[src/hdl/lpcs_pkg.sv]
package lpcs_pkg;

  typedef enum logic [1:0] {
    KIND_PIXEL  = 2'd0,
    KIND_WINDOW = 2'd1,
    KIND_COLOR  = 2'd2,
    KIND_ORIENT = 2'd3
  } kind_t;

  localparam logic [1:0] ACT_PIXEL  = 2'd0;
  localparam logic [1:0] ACT_WINDOW = 2'd1;
  localparam logic [1:0] ACT_COLOR  = 2'd2;
  localparam logic [1:0] ACT_ORIENT = 2'd3;

  localparam int CFG_INDEX_W = 2;
  localparam logic [CFG_INDEX_W-1:0] REG_PANEL_WIDTH  = 2'd0;
  localparam logic [CFG_INDEX_W-1:0] REG_PANEL_HEIGHT = 2'd1;
  localparam logic [9:0] PANEL_WIDTH_RESET  = 10'd320;
  localparam logic [9:0] PANEL_HEIGHT_RESET = 10'd480;

  localparam logic [7:0] CMD_COLUMN_SET   = 8'h2A;
  localparam logic [7:0] CMD_PAGE_SET     = 8'h2B;
  localparam logic [7:0] CMD_MEMORY_WRITE = 8'h2C;
  localparam logic [7:0] CMD_ACCESS_CTRL  = 8'h36;

  typedef logic [3:0] step_t;

  localparam step_t STEP_COL_CMD     = 4'd0;
  localparam step_t STEP_X1_HI       = 4'd1;
  localparam step_t STEP_X1_LO       = 4'd2;
  localparam step_t STEP_X2_HI       = 4'd3;
  localparam step_t STEP_X2_LO       = 4'd4;
  localparam step_t STEP_PAGE_CMD    = 4'd5;
  localparam step_t STEP_Y1_HI       = 4'd6;
  localparam step_t STEP_Y1_LO       = 4'd7;
  localparam step_t STEP_Y2_HI       = 4'd8;
  localparam step_t STEP_Y2_LO       = 4'd9;
  localparam step_t STEP_MEMWR_CMD   = 4'd10;
  localparam step_t STEP_RED         = 4'd11;
  localparam step_t STEP_GREEN       = 4'd12;
  localparam step_t STEP_BLUE        = 4'd13;
  localparam step_t STEP_ORIENT_CMD  = 4'd14;
  localparam step_t STEP_ORIENT_MODE = 4'd15;

  typedef struct packed {
    kind_t      kind;
    logic [10:0] x1;
    logic [10:0] x2;
    logic [10:0] y1;
    logic [10:0] y2;
    logic [7:0]  red;
    logic [7:0]  green;
    logic [7:0]  blue;
    logic [7:0]  mode;
  } desc_t;

  // v*255/31 as v*255*8457 >> 18
  function automatic logic [7:0] scale5(input logic [4:0] v);
    logic [26:0] p;
    p = 27'(v) * 27'd2156535;
    return p[25:18];
  endfunction

  // v*255/63 as v*255*16645 >> 20
  function automatic logic [7:0] scale6(input logic [5:0] v);
    logic [28:0] p;
    p = 29'(v) * 29'd4244475;
    return p[27:20];
  endfunction

  function automatic logic [7:0] mode_byte(input logic [1:0] m);
    logic [7:0] b;
    case (m)
      2'd0:    b = 8'h08;
      2'd1:    b = 8'h68;
      2'd2:    b = 8'hC8;
      default: b = 8'hA8;
    endcase
    return b;
  endfunction

endpackage

[src/hdl/lpcs_front.sv]
module lpcs_front (
  input  logic                             clk,
  input  logic                             rst_n,
  input  logic                             cfg_valid,
  output logic                             cfg_ready,
  input  logic [lpcs_pkg::CFG_INDEX_W-1:0] cfg_index,
  input  logic [9:0]                       cfg_data,
  input  logic                             in_tvalid,
  output logic                             in_tready,
  input  logic [1:0]                       in_tuser,
  input  logic [63:0]                      in_tdata,
  input  logic                             q_full,
  output logic                             push,
  output lpcs_pkg::desc_t                  push_desc
);
  import lpcs_pkg::*;

  logic [9:0] panel_width_r;
  logic [9:0] panel_height_r;
  logic [9:0] start_x;
  logic [9:0] start_y;
  logic [9:0] end_x;
  logic [9:0] end_y;
  logic [15:0] color;
  logic [2:0]  orientation;
  logic        keep;

  assign cfg_ready = 1'b1;

  always_ff @(posedge clk) begin
    if (!rst_n) begin
      panel_width_r  <= PANEL_WIDTH_RESET;
      panel_height_r <= PANEL_HEIGHT_RESET;
    end else if (cfg_valid) begin
      if (cfg_index == REG_PANEL_WIDTH) begin
        panel_width_r <= cfg_data;
      end
      if (cfg_index == REG_PANEL_HEIGHT) begin
        panel_height_r <= cfg_data;
      end
    end
  end

  assign start_x     = in_tdata[9:0];
  assign start_y     = in_tdata[19:10];
  assign end_x       = in_tdata[29:20];
  assign end_y       = in_tdata[39:30];
  assign color       = in_tdata[55:40];
  assign orientation = in_tdata[58:56];

  always_comb begin
    push_desc.kind  = KIND_PIXEL;
    push_desc.x1    = {1'b0, start_x};
    push_desc.y1    = {1'b0, start_y};
    push_desc.x2    = {1'b0, start_x} + 11'd1;
    push_desc.y2    = {1'b0, start_y} + 11'd1;
    push_desc.red   = scale5(color[15:11]);
    push_desc.green = scale6(color[10:5]);
    push_desc.blue  = scale5(color[4:0]);
    push_desc.mode  = mode_byte(orientation[1:0]);
    keep            = 1'b1;
    unique case (in_tuser)
      ACT_PIXEL: begin
        push_desc.kind = KIND_PIXEL;
        keep = (start_x < panel_width_r) && (start_y < panel_height_r);
      end
      ACT_WINDOW: begin
        push_desc.kind = KIND_WINDOW;
        push_desc.x2   = {1'b0, end_x};
        push_desc.y2   = {1'b0, end_y};
      end
      ACT_COLOR: begin
        push_desc.kind = KIND_COLOR;
      end
      ACT_ORIENT: begin
        push_desc.kind = KIND_ORIENT;
        keep = !orientation[2];
      end
      default: begin
        keep = 1'b0;
      end
    endcase
  end

  assign in_tready = !q_full;
  assign push      = in_tvalid && in_tready && keep;

endmodule

[src/hdl/lpcs_queue.sv]
module lpcs_queue #(
  parameter int DEPTH = 2
) (
  input  logic            clk,
  input  logic            rst_n,
  input  logic            push,
  input  lpcs_pkg::desc_t push_desc,
  output logic            full,
  input  logic            pop,
  output logic            empty,
  output lpcs_pkg::desc_t head
);
  import lpcs_pkg::*;

  localparam int PTR_W = $clog2(DEPTH);
  localparam int CNT_W = $clog2(DEPTH + 1);

  desc_t             slot_r [DEPTH];
  logic [PTR_W-1:0]  wr_ptr_r;
  logic [PTR_W-1:0]  rd_ptr_r;
  logic [CNT_W-1:0]  count_r;
  logic [PTR_W-1:0]  wr_ptr_nxt;
  logic [PTR_W-1:0]  rd_ptr_nxt;
  logic [CNT_W-1:0]  count_nxt;

  assign full  = (count_r == CNT_W'(DEPTH));
  assign empty = (count_r == '0);
  assign head  = slot_r[rd_ptr_r];

  always_comb begin
    wr_ptr_nxt = wr_ptr_r;
    rd_ptr_nxt = rd_ptr_r;
    count_nxt  = count_r;
    if (push) begin
      wr_ptr_nxt = (wr_ptr_r == PTR_W'(DEPTH - 1)) ? '0 : wr_ptr_r + 1'b1;
    end
    if (pop) begin
      rd_ptr_nxt = (rd_ptr_r == PTR_W'(DEPTH - 1)) ? '0 : rd_ptr_r + 1'b1;
    end
    if (push && !pop) begin
      count_nxt = count_r + 1'b1;
    end else if (pop && !push) begin
      count_nxt = count_r - 1'b1;
    end
  end

  always_ff @(posedge clk) begin
    if (!rst_n) begin
      wr_ptr_r <= '0;
      rd_ptr_r <= '0;
      count_r  <= '0;
    end else begin
      wr_ptr_r <= wr_ptr_nxt;
      rd_ptr_r <= rd_ptr_nxt;
      count_r  <= count_nxt;
    end
  end

  always_ff @(posedge clk) begin
    if (push) begin
      slot_r[wr_ptr_r] <= push_desc;
    end
  end

endmodule

[src/hdl/lpcs_back.sv]
module lpcs_back (
  input  logic            clk,
  input  logic            rst_n,
  input  logic            q_empty,
  input  lpcs_pkg::desc_t head,
  output logic            pop,
  output logic            out_tvalid,
  input  logic            out_tready,
  output logic [7:0]      out_tdata,
  output logic            out_tuser,
  output logic            out_tlast
);
  import lpcs_pkg::*;

  logic       busy_r;
  logic       busy_nxt;
  step_t      step_r;
  step_t      step_nxt;
  desc_t      cur_r;
  desc_t      cur_nxt;
  logic       out_valid_r;
  logic       out_valid_nxt;
  logic [7:0] byte_r;
  logic [7:0] byte_nxt;
  logic       data_r;
  logic       data_nxt;
  logic       last_r;
  logic       last_nxt;

  desc_t      src;
  step_t      step;
  step_t      first_step;
  logic [7:0] sel_byte;
  logic       sel_data;
  logic       sel_last;
  logic       advance;
  logic       emit;

  always_comb begin
    unique case (head.kind)
      KIND_COLOR:  first_step = STEP_RED;
      KIND_ORIENT: first_step = STEP_ORIENT_CMD;
      default:     first_step = STEP_COL_CMD;
    endcase
  end

  assign src     = busy_r ? cur_r : head;
  assign step    = busy_r ? step_r : first_step;
  assign advance = !out_valid_r || out_tready;
  assign emit    = advance && (busy_r || !q_empty);
  assign pop     = emit && !busy_r;

  always_comb begin
    sel_data = 1'b1;
    unique case (step)
      STEP_COL_CMD: begin
        sel_byte = CMD_COLUMN_SET;
        sel_data = 1'b0;
      end
      STEP_X1_HI:    sel_byte = {5'd0, src.x1[10:8]};
      STEP_X1_LO:    sel_byte = src.x1[7:0];
      STEP_X2_HI:    sel_byte = {5'd0, src.x2[10:8]};
      STEP_X2_LO:    sel_byte = src.x2[7:0];
      STEP_PAGE_CMD: begin
        sel_byte = CMD_PAGE_SET;
        sel_data = 1'b0;
      end
      STEP_Y1_HI:    sel_byte = {5'd0, src.y1[10:8]};
      STEP_Y1_LO:    sel_byte = src.y1[7:0];
      STEP_Y2_HI:    sel_byte = {5'd0, src.y2[10:8]};
      STEP_Y2_LO:    sel_byte = src.y2[7:0];
      STEP_MEMWR_CMD: begin
        sel_byte = CMD_MEMORY_WRITE;
        sel_data = 1'b0;
      end
      STEP_RED:      sel_byte = src.red;
      STEP_GREEN:    sel_byte = src.green;
      STEP_BLUE:     sel_byte = src.blue;
      STEP_ORIENT_CMD: begin
        sel_byte = CMD_ACCESS_CTRL;
        sel_data = 1'b0;
      end
      default:       sel_byte = src.mode;
    endcase
  end

  assign sel_last = ((step == STEP_MEMWR_CMD) && (src.kind == KIND_WINDOW))
                 || (step == STEP_BLUE)
                 || (step == STEP_ORIENT_MODE);

  always_comb begin
    busy_nxt      = busy_r;
    step_nxt      = step_r;
    cur_nxt       = cur_r;
    out_valid_nxt = out_valid_r;
    byte_nxt      = byte_r;
    data_nxt      = data_r;
    last_nxt      = last_r;
    if (emit) begin
      out_valid_nxt = 1'b1;
      byte_nxt      = sel_byte;
      data_nxt      = sel_data;
      last_nxt      = sel_last;
      busy_nxt      = !sel_last;
      cur_nxt       = src;
      step_nxt      = step + 1'b1;
    end else if (advance) begin
      out_valid_nxt = 1'b0;
    end
  end

  always_ff @(posedge clk) begin
    if (!rst_n) begin
      busy_r      <= 1'b0;
      out_valid_r <= 1'b0;
    end else begin
      busy_r      <= busy_nxt;
      out_valid_r <= out_valid_nxt;
    end
  end

  always_ff @(posedge clk) begin
    step_r <= step_nxt;
    cur_r  <= cur_nxt;
    byte_r <= byte_nxt;
    data_r <= data_nxt;
    last_r <= last_nxt;
  end

  assign out_tvalid = out_valid_r;
  assign out_tdata  = byte_r;
  assign out_tuser  = data_r;
  assign out_tlast  = last_r;

endmodule

[src/hdl/lcd_pixel_command_serializer.sv]
// An accepted item goes into the request queue, then to the output register.
// One word per cycle from the byte sequencer unless out_tready stalls it;
// words per item: pixel 14, window 11, color 3, orientation 2, dropped 0.
// Input is taken every cycle while the request queue has room.
// Reset (rst_n low, synchronous): queue and sequencer empty, output invalid,
// panel width 320 and height 480.
module lcd_pixel_command_serializer #(
  parameter int QUEUE_DEPTH = 2
) (
  input  logic                             clk,
  input  logic                             rst_n,
  input  logic                             cfg_valid,
  output logic                             cfg_ready,
  input  logic [lpcs_pkg::CFG_INDEX_W-1:0] cfg_index,
  input  logic [9:0]                       cfg_data,
  input  logic                             in_tvalid,
  output logic                             in_tready,
  // action
  input  logic [1:0]                       in_tuser,
  // start_x, start_y, end_x, end_y, color, orientation, zero pad
  input  logic [63:0]                      in_tdata,
  output logic                             out_tvalid,
  input  logic                             out_tready,
  // out_byte
  output logic [7:0]                       out_tdata,
  // is_data
  output logic                             out_tuser,
  output logic                             out_tlast
);
  import lpcs_pkg::*;

  logic  q_full;
  logic  q_empty;
  logic  push;
  logic  pop;
  desc_t push_desc;
  desc_t head;

  lpcs_front u_front (
    .clk       (clk),
    .rst_n     (rst_n),
    .cfg_valid (cfg_valid),
    .cfg_ready (cfg_ready),
    .cfg_index (cfg_index),
    .cfg_data  (cfg_data),
    .in_tvalid (in_tvalid),
    .in_tready (in_tready),
    .in_tuser  (in_tuser),
    .in_tdata  (in_tdata),
    .q_full    (q_full),
    .push      (push),
    .push_desc (push_desc)
  );

  lpcs_queue #(
    .DEPTH (QUEUE_DEPTH)
  ) u_queue (
    .clk       (clk),
    .rst_n     (rst_n),
    .push      (push),
    .push_desc (push_desc),
    .full      (q_full),
    .pop       (pop),
    .empty     (q_empty),
    .head      (head)
  );

  lpcs_back u_back (
    .clk        (clk),
    .rst_n      (rst_n),
    .q_empty    (q_empty),
    .head       (head),
    .pop        (pop),
    .out_tvalid (out_tvalid),
    .out_tready (out_tready),
    .out_tdata  (out_tdata),
    .out_tuser  (out_tuser),
    .out_tlast  (out_tlast)
  );

endmodule

[config.mk]
export PLATFORM = sky130hd
export DESIGN_NAME = lcd_pixel_command_serializer
export DESIGN_NICKNAME = d
export VERILOG_FILES = /design/src/hdl/lpcs_pkg.sv /design/src/hdl/lpcs_front.sv /design/src/hdl/lpcs_queue.sv /design/src/hdl/lpcs_back.sv /design/src/hdl/lcd_pixel_command_serializer.sv
export SDC_FILE = /design/constraint.sdc
export NUM_CORES = 1
export LEC_CHECK = 0
export ABC_AREA = 1
export CAP_MARGIN = 20
export CORE_AREA = 3 3 201 203
export CTS_CLUSTER_DIAMETER = 120
export DETAILED_ROUTE_END_ITERATION = 16
export DIE_AREA = 0 0 204 206
export DONT_BUFFER_PORTS = 1
export PLACE_DENSITY = 0.58
export SLEW_MARGIN = 20
export SYNTH_ARGS = -nofsm -noshare
export SYNTH_HDL_FRONTEND = slang
export SYNTH_HIERARCHICAL = 1
export SYNTH_SLANG_ARGS = --single-unit
[constraint.sdc]
create_clock -name clk -period 7.5 [get_ports clk]
set_clock_uncertainty 0.15 [all_clocks]
set_input_delay 0.375 -clock clk [delete_from_list [all_inputs] [get_ports clk]]
set_output_delay 0.375 -clock clk [all_outputs]
set_load 0.01 [all_outputs]
==> out/qor.yml, run 1 <==
setup_ws_ns: 3.56
ys_types: 47
buffer_ports.inserted: 0
clockBufferDepth: 3
die_area_um2: 42000
drt-vias-per-instance: 5.17
layout-drive-gt1-share_pct: 8.47
rsz0062_at_grt: "no"
cellPowerDensity_nw_per_um2: 317
critical_path_peak_fanout: 50
wirelength_met1_um: 21100
max-cap-violations: 0
seqCellArea_um2: 7990
floorplan.initialDensity_pct: 48.0
routed-via-count: 13793
grt_use_total_pct: 20.9
synth.avg_cell_area_um2: 8.95
outcome: "finished, final reports clean"
antenna_violations_before_repair: 1
post_drt_wl_per_cell_um: 16.4
hp-class: "primary input to flip-flop"
clkSinkCount: 275
clkSlewWorstSetupHoldPaths_ns: 0.06
cts-buffers-inserted: 28
fin_crit_ns: 3.94
layout.filler_cells: 3516
number_of_global_route_vias_before_repair: 13412
design.portCount: 96
max_slew_margin_pct: 35.3
synth_seq_area_share_pct: 43.0
wl_met2_um: 19800
layout-area-overhead-vs-synth_pct: 11.1
gp_congestion: 0.892
insertion_delay_ns: 0.55
worst_pin_slew_ns: 0.968
setup_violations: 0
num_antenna_cells: 0
arrival_ns: 4.19
hpwl_um: 31900
yosysWarningCount: 6
first_pass_grt_wire_length_um: 70500
cts_tree: "built"
die_width_um: 204
postSynth.topFlopCell: "sky130_fd_sc_hd__edfxtp_1"
share_of_flip_flops_with_an_asynchronous_set_or_reset_pct: 0
commonest_cells_after_routing_fill_and_taps_aside: "sky130_fd_sc_hd__nand2_1 (680), sky130_fd_sc_hd__inv_1 (285), sky130_fd_sc_hd__edfxtp_1 (248)"
leading_cell_type_in_the_layout_fill_and_taps_excluded: "sky130_fd_sc_hd__nand2_1"
ys_seq_elements: 275
core_ar_um2: 38600
multiInputGateArea_um2: 9070
fin_crit_sh_pct: 52.5
worst_vdd_drop_uv: 261
detailedRoute.firstIterationViolations: 887
drc: 0
finalNetCount: 2409
dr.max_layer_used: "met4"
drtPass1Iterations: 5
report.final.slew_viol_count: 0
power_leakage_nw: 9.46
cts_root_buf: "sky130_fd_sc_hd__clkbuf_16"
num_rows: 72
maxClockFrequency_mhz: 254
dr_wl_met3_um: 2210
crit_required_ns: 7.75
globalRouteOverflowTotal: 0
endpoint_kind: "flip-flop"
post_cts_resize_count: 0
worst_slack_placed_ns: 3.50
post_route_wl_um: 43800
netlist_instances: 2074
htreeDepth: 1
detail_route_antenna_nets: 0
setup_total_negative_slack_ns: 0
fp.dieH_um: 206
timing_hold_violations_final: 0
fin_worst_hold_slack_ns: 0.00968
critical_path.startpoint_type: "flip-flop"
grt_start_max_net_pins: 83
path_class: "flip-flop to flip-flop"
count_of_flip_flops_with_a_built_in_enable_after_synthesis: 248
post_cts_hold_buffers: 74
post_cts_buffers: 0
synth_area_um2: 18600
==> sequential cells by signal (all words and copies together), names as in the netlist, 2 cells and up, named ones only <==
signal and cells:
u_front/panel_width_r 10, u_back/out_tdata 8, u_back/cur_r 78, u_back/step_r 4
u_front/panel_height_r 10, u_queue/count_r 2, u_queue/slot_r 156
==> cell families (layout without fill, tap and decap cells) <==
family / after synthesis / in the layout / synth area share [%]
compound gates: 165 / 165 / 4.94
xor+xnor: 7 / 7 / 0.330
fa+ha+maj: 200 / 200 / 15.7
buf+inv: 356 / 424 / 8.24
flops: 275 / 275 / 43.0
mux: 78 / 78 / 5.14
other cells: 2 / 8 / 0.0405
simple gates: 991 / 991 / 22.6
==> area by class of cell <==
type,count,area share (%)
clock buffer,37,3.81
clock inverter,15,0.989
inverter,290,5.30
multi-input combinational,1449,44.0
sequential,275,38.8
tap,518,3.14
timing repair buffer,82,3.98
==> metal layers <==
| layer | global-route usage (%) | vias up |
|---|---|---|
| met1 | 31.2 | 6544 |
| met4 | 3.74 | 0 |
| li1 | - | 6866 |
| met5 | 0 | - |
| met3 | 2.65 | 50 |
| met2 | 33.2 | 333 |
==> worst max-delay path, cell delays in order (launching register included) <==
cell                       delay (ns)
sky130_fd_sc_hd__dfxtp_4         0.61
sky130_fd_sc_hd__buf_4           0.68
sky130_fd_sc_hd__mux2_2          0.45
sky130_fd_sc_hd__nand2_1         0.10
sky130_fd_sc_hd__o211ai_1        0.20
sky130_fd_sc_hd__inv_1           0.16
sky130_fd_sc_hd__ha_1            0.30
sky130_fd_sc_hd__inv_1           0.18
sky130_fd_sc_hd__nor2_1          0.38
sky130_fd_sc_hd__nand2_1         0.09
sky130_fd_sc_hd__nand2_1         0.10
sky130_fd_sc_hd__nor2_1          0.05
sky130_fd_sc_hd__nand3_1         0.15
sky130_fd_sc_hd__nand2_1         0.07
sky130_fd_sc_hd__nand2_1         0.10
==> metrics by stage <==
stage	power, mW	instance area, um^2	utilization, %	std cells
2_1_floorplan	4.38	18600	-	2080
3_5_place_dp	5.03	18900	48.8	2539
5_1_grt	7.04	20600	53.3	2666
6_report	6.54	20600	53.3	2666
3_3_place_gp	4.99	18900	48.8	2539
4_1_cts	6.59	20600	53.3	2665
==> path summary, 6_finish.rpt <==
path                              from  slack, ns  depth (start not counted)                         to
max                          flip-flop       3.56                         14        u_back/out_tdata[2]
min                          in_tvalid       0.01                          4           u_queue/wr_ptr_r
max reg2reg                  flip-flop       3.56                         14        u_back/out_tdata[2]
min reg2reg  u_front/panel_height_r[3]       0.32                          2  u_front/panel_height_r[3]
==> power by group <==
group,internal (mW),total (mW),switching (mW)
Sequential,2.26,2.40,0.139
Clock,0.908,1.48,0.576
Combinational,0.861,2.66,1.80
Total,4.03,6.54,2.52
==> Yosys cell counts (9+ instances only) <==
cell type,instances,area share (%)
sky130_fd_sc_hd__nand2_1,680,14
sky130_fd_sc_hd__inv_1,287,5.8
sky130_fd_sc_hd__edfxtp_1,248,40
sky130_fd_sc_hd__ha_1,145,9.8
sky130_fd_sc_hd__nor2_1,126,2.5
sky130_fd_sc_hd__nand3_1,79,2.1
sky130_fd_sc_hd__a21oi_1,70,1.9
sky130_fd_sc_hd__o21ai_0,59,1.6
sky130_fd_sc_hd__mux2_2,58,3.5
sky130_fd_sc_hd__fa_1,55,5.9
sky130_fd_sc_hd__nand4_1,47,1.6
sky130_fd_sc_hd__buf_4,28,1.1
sky130_fd_sc_hd__dfxtp_1,27,2.9
sky130_fd_sc_hd__buf_2,22,0.59
sky130_fd_sc_hd__mux2_4,20,1.6
sky130_fd_sc_hd__nor3_1,9,0.24
(Power assumes the default switching activity.)
==> inputs of run 2 (changes only) <==
--- a/config.mk
+++ b/config.mk
@@ -5,12 +5,12 @@
 export SDC_FILE = /design/constraint.sdc
 export NUM_CORES = 1
 export LEC_CHECK = 0
-export ABC_AREA = 1
+export ABC_AREA = 0
 export CAP_MARGIN = 20
-export CORE_AREA = 3 3 201 203
+export CORE_AREA = 3 3 193 195
 export CTS_CLUSTER_DIAMETER = 120
 export DETAILED_ROUTE_END_ITERATION = 16
-export DIE_AREA = 0 0 204 206
+export DIE_AREA = 0 0 196 198
 export DONT_BUFFER_PORTS = 1
 export PLACE_DENSITY = 0.58
 export SLEW_MARGIN = 20
==> constraint.sdc (replaced) <==
create_clock -name clk -period 3.7 [get_ports clk]
set_clock_uncertainty 0.15 [all_clocks]
set_input_delay 0.185 -clock clk [delete_from_list [all_inputs] [get_ports clk]]
set_output_delay 0.185 -clock clk [all_outputs]
set_load 0.01 [all_outputs]
==> out/qor.yml, run 2 <==
largest_register_ff_count: 156
core_ar_um2: 35600
first_pass_grt_wire_length_um: 59500
synth_commonest_cells: "sky130_fd_sc_hd__edfxtp_1 (248), sky130_fd_sc_hd__inv_1 (150), sky130_fd_sc_hd__ha_1 (145), sky130_fd_sc_hd__mux2_2 (131), sky130_fd_sc_hd__nand2_1 (80)"
max_flop_register: "u_queue/slot_r"
fin_crit_sh_pct: 97.4
synth_area_um2: 17100
critical_path_peak_fanout: 9
floorplan.initialDensity_pct: 47.9
insertion_delay_ns: 0.55
setup_total_negative_slack_ns: 0
globalRouteOverflowTotal: 0
cts_root_buf: "sky130_fd_sc_hd__clkbuf_16"
report.final.slew_viol_count: 0
htreeDepth: 1
synth_largest_area_cell: "sky130_fd_sc_hd__edfxtp_1"
routed-via-count: 10644
num_rows: 69
critical_path.startpoint_type: "flip-flop"
max_slew_margin_pct: 41.5
die_width_um: 196
setup_violations: 0
grt_use_total_pct: 19.3
grt_start_max_net_pins: 79
power_leakage_nw: 7.75
setup_ws_ns: 0.0976
detailedRoute.firstIterationViolations: 633
die_area_um2: 38800
postSynth.topFlopCell: "sky130_fd_sc_hd__edfxtp_1"
share_of_flip_flops_with_an_asynchronous_set_or_reset_pct: 0
crit_required_ns: 3.82
drt-vias-per-instance: 5.41
leading_cell_type_in_the_layout_fill_and_taps_excluded: "sky130_fd_sc_hd__edfxtp_1"
synth.avg_cell_area_um2: 12.4
hpwl_um: 26200
top_regs: "u_queue/slot_r x156, u_back/cur_r x78"
clkSlewWorstSetupHoldPaths_ns: 0.06
gp_congestion: 0.903
layout-area-overhead-vs-synth_pct: 14.7
buffer_ports.inserted: 0
rsz0062_at_grt: "no"
count_of_flip_flops_with_a_built_in_enable_after_synthesis: 248
worst_slack_placed_ns: -0.204
post_drt_wl_per_cell_um: 19.1
outcome: "finished, final reports clean"
timing_hold_violations_final: 0
drc: 0
drtPass1Iterations: 5
ys_types: 75
synth_largest_type_area_fraction_pct: 43.7
clkSinkCount: 275
post_route_wl_um: 37500
maxClockFrequency_mhz: 278
synth_seq_area_share_pct: 46.8
max-cap-violations: 0
cts_tree: "built"
endpoint_kind: "flip-flop"
number_of_global_route_vias_before_repair: 10801
worst_vdd_drop_uv: 573
fp.dieH_um: 198
layout.filler_cells: 3041
finalNetCount: 1767
worst_pin_slew_ns: 0.874
hp-class: "primary input to flip-flop"
layout-drive-gt1-share_pct: 18.8
path_class: "flip-flop to flip-flop"
yosysWarningCount: 6
cellPowerDensity_nw_per_um2: 658
netlist_instances: 1378
synth_most_common_cell: "sky130_fd_sc_hd__edfxtp_1"
ys_seq_elements: 275
detail_route_antenna_nets: 0
commonest_cells_after_routing_fill_and_taps_aside: "sky130_fd_sc_hd__edfxtp_1 (248), sky130_fd_sc_hd__inv_1 (145), sky130_fd_sc_hd__ha_1 (145)"
cts-buffers-inserted: 28
design.portCount: 96
fin_crit_ns: 3.60
fin_worst_hold_slack_ns: 0.0412
antenna_violations_before_repair: 2
synth.top_cells.by_area: "sky130_fd_sc_hd__edfxtp_1 (44%), sky130_fd_sc_hd__ha_1 (11%), sky130_fd_sc_hd__mux2_2 (8.7%)"
clockBufferDepth: 3
arrival_ns: 3.72
## run 2: cell count changes in the layout (fill, tap and decap cells not counted), sizes merged, moves of 16 or more
cell | before | now
a21o | 4 | 20
a21oi | 71 | 48
buf | 8 | 49
dlygate4sd3 | 74 | 94
inv | 290 | 150
mux2 | 78 | 153
nand2 | 693 | 80
nand3 | 86 | 32
nand4 | 47 | 20
nor2 | 135 | 28
nor2b | 0 | 21
o211ai | 8 | 24
xnor2 | 0 | 29
## run 2: routing by layer
metal	share of wire [%]	wire, um	track usage, %	vias up
li1	-	-	-	5157
met1	48	18100	28.5	5237
met2	45	17000	30.4	211
met3	5.3	1980	3.79	37
met4	1.2	451	2.64	2
met5	0.035	13	0	-
## run 2: repair_timing
action | in CTS | in global routing
hold buffers | 94 | 0
setup endpoints to repair | 0 | 11
gates resized for setup | 0 | 3
buffers inserted | 0 | 0
hold endpoints to repair | 149 | 0
## run 2: layout make-up
class	instances	area (um^2)	share of cell area, %
Multi-Input combinational cell	886	8110	41.5
Antenna cell	2	5.00	0.0256
Inverter	150	566	2.89
Tap cell	461	577	2.95
Clock buffer	33	719	3.68
Timing Repair Buffer	143	1360	6.95
Clock inverter	18	230	1.18
Sequential cell	275	8000	40.9
## run 2: power by group
| group | leakage, nW | switching (mW) | internal [mW] |
|---|---|---|---|
| combinational | 4.74 | 2.90 | 2.14 |
| clock | 0.459 | 1.16 | 1.74 |
| sequential | 2.55 | 0.314 | 4.61 |
## run 2: metrics by stage
stage	std cells	total power [mW]	util [%]	instance area [um^2]
2_1_floorplan	1384	8.48	-	17100
3_3_place_gp	1821	9.81	49.6	17600
3_5_place_dp	1821	9.88	49.6	17600
4_1_cts	1966	12.9	54.9	19500
5_1_grt	1966	13.7	55.0	19600
6_report	1968	12.9	55.0	19600
## run 2: cells by family after synthesis
family          Yosys count  share of synthesized area, %
mux                     165                          11.3
other cells               2                        0.0440
buf+inv                 223                          6.08
simple gates            257                          7.80
xor+xnor                 44                          2.26
fa+ha+maj               200                          17.1
flops                   275                          46.8
compound gates          212                          8.58
## run 2: final timing paths
kind,startpoint,slack (ns),cells after the start,endpoint
min reg2reg,u_front/panel_height_r[3],0.32,2,u_front/panel_height_r[3]
max,flip-flop,0.1,11,u_back/out_tdata[4]
min,in_tdata[53],0.04,3,u_queue/slot_r[1][30]
max reg2reg,flip-flop,0.1,11,u_back/out_tdata[4]
## run 2: critical path, stage by stage, from the launching register on
cell and delay, ns:
sky130_fd_sc_hd__dfxtp_4 0.36, sky130_fd_sc_hd__mux2_2 0.37, sky130_fd_sc_hd__nor3b_2 0.35, sky130_fd_sc_hd__a21o_1 0.20, sky130_fd_sc_hd__inv_1 0.10, sky130_fd_sc_hd__ha_1 0.24, sky130_fd_sc_hd__and4b_1 0.34, sky130_fd_sc_hd__a22oi_1 0.32
sky130_fd_sc_hd__o21ai_0 0.16, sky130_fd_sc_hd__nor4_1 0.47, sky130_fd_sc_hd__buf_4 0.20, sky130_fd_sc_hd__a21oi_1 0.07
==> inputs of run 3 (changes only) <==
--- a/config.mk
+++ b/config.mk
@@ -7,10 +7,10 @@
 export LEC_CHECK = 0
 export ABC_AREA = 0
 export CAP_MARGIN = 20
-export CORE_AREA = 3 3 193 195
+export CORE_AREA = 3 3 203 185
 export CTS_CLUSTER_DIAMETER = 120
 export DETAILED_ROUTE_END_ITERATION = 16
-export DIE_AREA = 0 0 196 198
+export DIE_AREA = 0 0 206 188
 export DONT_BUFFER_PORTS = 1
 export PLACE_DENSITY = 0.58
 export SLEW_MARGIN = 20
==> out/qor.yml, run 3 (same netlist as run 2, synthesis figures left out) <==
outcome: "finished, final reports clean"
drc: 0
final_util_pct: 54.2
leading_cell_type_in_the_layout_fill_and_taps_excluded: "sky130_fd_sc_hd__edfxtp_1"
drtPass1Iterations: 5
global_route.usage.met2_pct: 28.3
grt_use_total_pct: 19.3
fin_crit_ns: 3.51
routed-via-count: 10666
grt_start_max_net_pins: 80
global_route.usage.met1_pct: 30.6
floorplan.initialDensity_pct: 47.6
drt-vias-per-instance: 5.41
clkSinkCount: 275
pwr-share-clk_pct: 22.0
gr-max-usage-layer: "met1"
finalNetCount: 1757
gp_congestion: 0.910
design.portCount: 96
die_area_um2: 38700
post-route-cell-area_um2: 19400
critical_path.startpoint_type: "primary input"
fin_worst_hold_slack_ns: 0.0216
clockBufferDepth: 3
detailedRoute.firstIterationViolations: 660
report.final.slew_viol_count: 0
regToRegSetupSlack_ns: 0.28
seqCellArea_um2: 8000
number_of_global_route_vias_before_repair: 10728
arrival_ns: 3.65
post_drt_wl_per_cell_um: 18.9
worst_vdd_drop_uv: 446
timing.hold.worst.start: "cfg_index[1]"
largest_register_ff_count: 156
timing_hold_violations_final: 0
antenna_violations_before_repair: 1
htreeDepth: 1
rsz0062_at_grt: "no"
min_path_cells: 3
num_antenna_cells: 0
cellInternalPower_mw: 8.38
hpwl_um: 26400
fp.dieH_um: 188
clkSlewWorstSetupHoldPaths_ns: 0.06
setup_violations: 0
finish.cell_count_without_fillers: 1971
die_width_um: 206
placed_cells_incl_taps: 1837
layout-drive-gt1-share_pct: 19.3
timing.reg2reg.worst_path_depth: 11
global_route.usage.met3_pct: 3.42
globalRouteOverflowTotal: 0
top_regs: "u_queue/slot_r x156, u_back/cur_r x78"
cts-buffers-inserted: 28
power_leakage_nw: 7.72
max_slew_margin_pct: 41.3
worst_slack_placed_ns: -0.235
total_power_mw: 12.7
worst_pin_slew_ns: 0.878
cellPowerDensity_nw_per_um2: 657
pwr-share-comb_pct: 39.3
power.share.switching_pct: 34.3
detail_route_antenna_nets: 0
multiInputGateArea_um2: 8100
layout.filler_cells: 3119
setup_total_negative_slack_ns: 0
post_route_wl_um: 37200
core_ar_um2: 35800
cts_root_buf: "sky130_fd_sc_hd__clkbuf_16"
reg2reg_to: "u_back/out_tdata[4]"
min_delay_worst_endpoint: "u_front/panel_height_r[9]"
layout-area-overhead-vs-synth_pct: 13.9
pwr-share-seq_pct: 38.7
critical_path_peak_fanout: 6
crit_required_ns: 3.83
insertion_delay_ns: 0.54
setup_ws_ns: 0.187
num_rows: 66
fin_crit_sh_pct: 94.9
hp-class: "primary input to flip-flop"
max_flop_register: "u_queue/slot_r"
path_class: "primary input to flip-flop"
maxClockFrequency_mhz: 285
max-cap-violations: 0
first_pass_grt_wire_length_um: 59500
postPlaceCellArea_um2: 17700
endpoint_kind: "flip-flop"
switchingPower_mw: 4.37
buffer_ports.inserted: 0
post_cts_buffers: 0
commonest_cells_after_routing_fill_and_taps_aside: "sky130_fd_sc_hd__edfxtp_1 (248), sky130_fd_sc_hd__ha_1 (145), sky130_fd_sc_hd__inv_1 (144)"
cts_tree: "built"
-- run 3: cell count changes in the layout (fill, tap and decap cells not counted), sizes merged --
cell	before	now
dlygate4sd3	94	83
clkinv	11	15
diode	2	0
bufinv	5	3
clkinvlp	2	0
buf	49	50
-- run 3: worst max-delay path: stages --
cell and delay [ns]:
sky130_fd_sc_hd__dlygate4sd3_1 0.54, sky130_fd_sc_hd__inv_1 0.08, sky130_fd_sc_hd__ha_1 0.31, sky130_fd_sc_hd__inv_1 0.07, sky130_fd_sc_hd__fa_1 0.50, sky130_fd_sc_hd__inv_1 0.05
sky130_fd_sc_hd__fa_1 0.47, sky130_fd_sc_hd__inv_1 0.04, sky130_fd_sc_hd__ha_1 0.26, sky130_fd_sc_hd__o211ai_1 0.08, sky130_fd_sc_hd__o21a_1 0.23, sky130_fd_sc_hd__o211ai_2 0.28
sky130_fd_sc_hd__nand4_4 0.16, sky130_fd_sc_hd__a211oi_2 0.27, sky130_fd_sc_hd__xnor2_1 0.11
-- run 3: worst max-delay path by stage --
stage | start | endpoint | slack, ns | cells after the start
2_1_floorplan | in_tdata[46] | u_queue/slot_r[0][23] | 0.004 | 15
3_3_place_gp | in_tdata[46] | u_queue/slot_r[0][23] | -0.14 | 15
3_5_place_dp | in_tdata[45] | u_queue/slot_r[1][23] | -0.24 | 13
4_1_cts | flip-flop | u_back/out_tdata[1] | 0.17 | 11
5_1_grt | in_tdata[43] | u_queue/slot_r[1][13] | 0.006 | 15
6_report | in_tdata[43] | u_queue/slot_r[1][13] | 0.19 | 15
-- run 3: area by class of cell --
cell class                      count  area share (%)
Sequential cell                   275            41.2
Tap cell                          476            3.07
Inverter                          150            2.91
Multi-Input combinational cell    886            41.7
Clock buffer                       33            3.87
Timing Repair Buffer              133            6.40
Clock inverter                     18           0.850
-- run 3: repair_timing --
item,4_1_cts,5_1_grt
resized for setup,0,5
hold buffers,83,0
hold endpoints to repair,149,0
setup endpoints to repair,0,12
-- run 3: power groups by stage --
stage,Combinational (mW),Sequential [mW],Clock [mW]
floorplan,3.61,4.87,0
global placement,4.81,4.98,0
detailed placement,4.88,5.00,0
CTS,5.00,4.94,2.87
global route,5.55,5.02,3.00
finish,5.01,4.94,2.80
-- run 3: metal layers --
metal / up-vias / part of all wire, %
li1: 5138 / -
met1: 5223 / 50
met2: 252 / 43
met3: 49 / 5.1
met4: 4 / 1.5
met5: - / 0.059
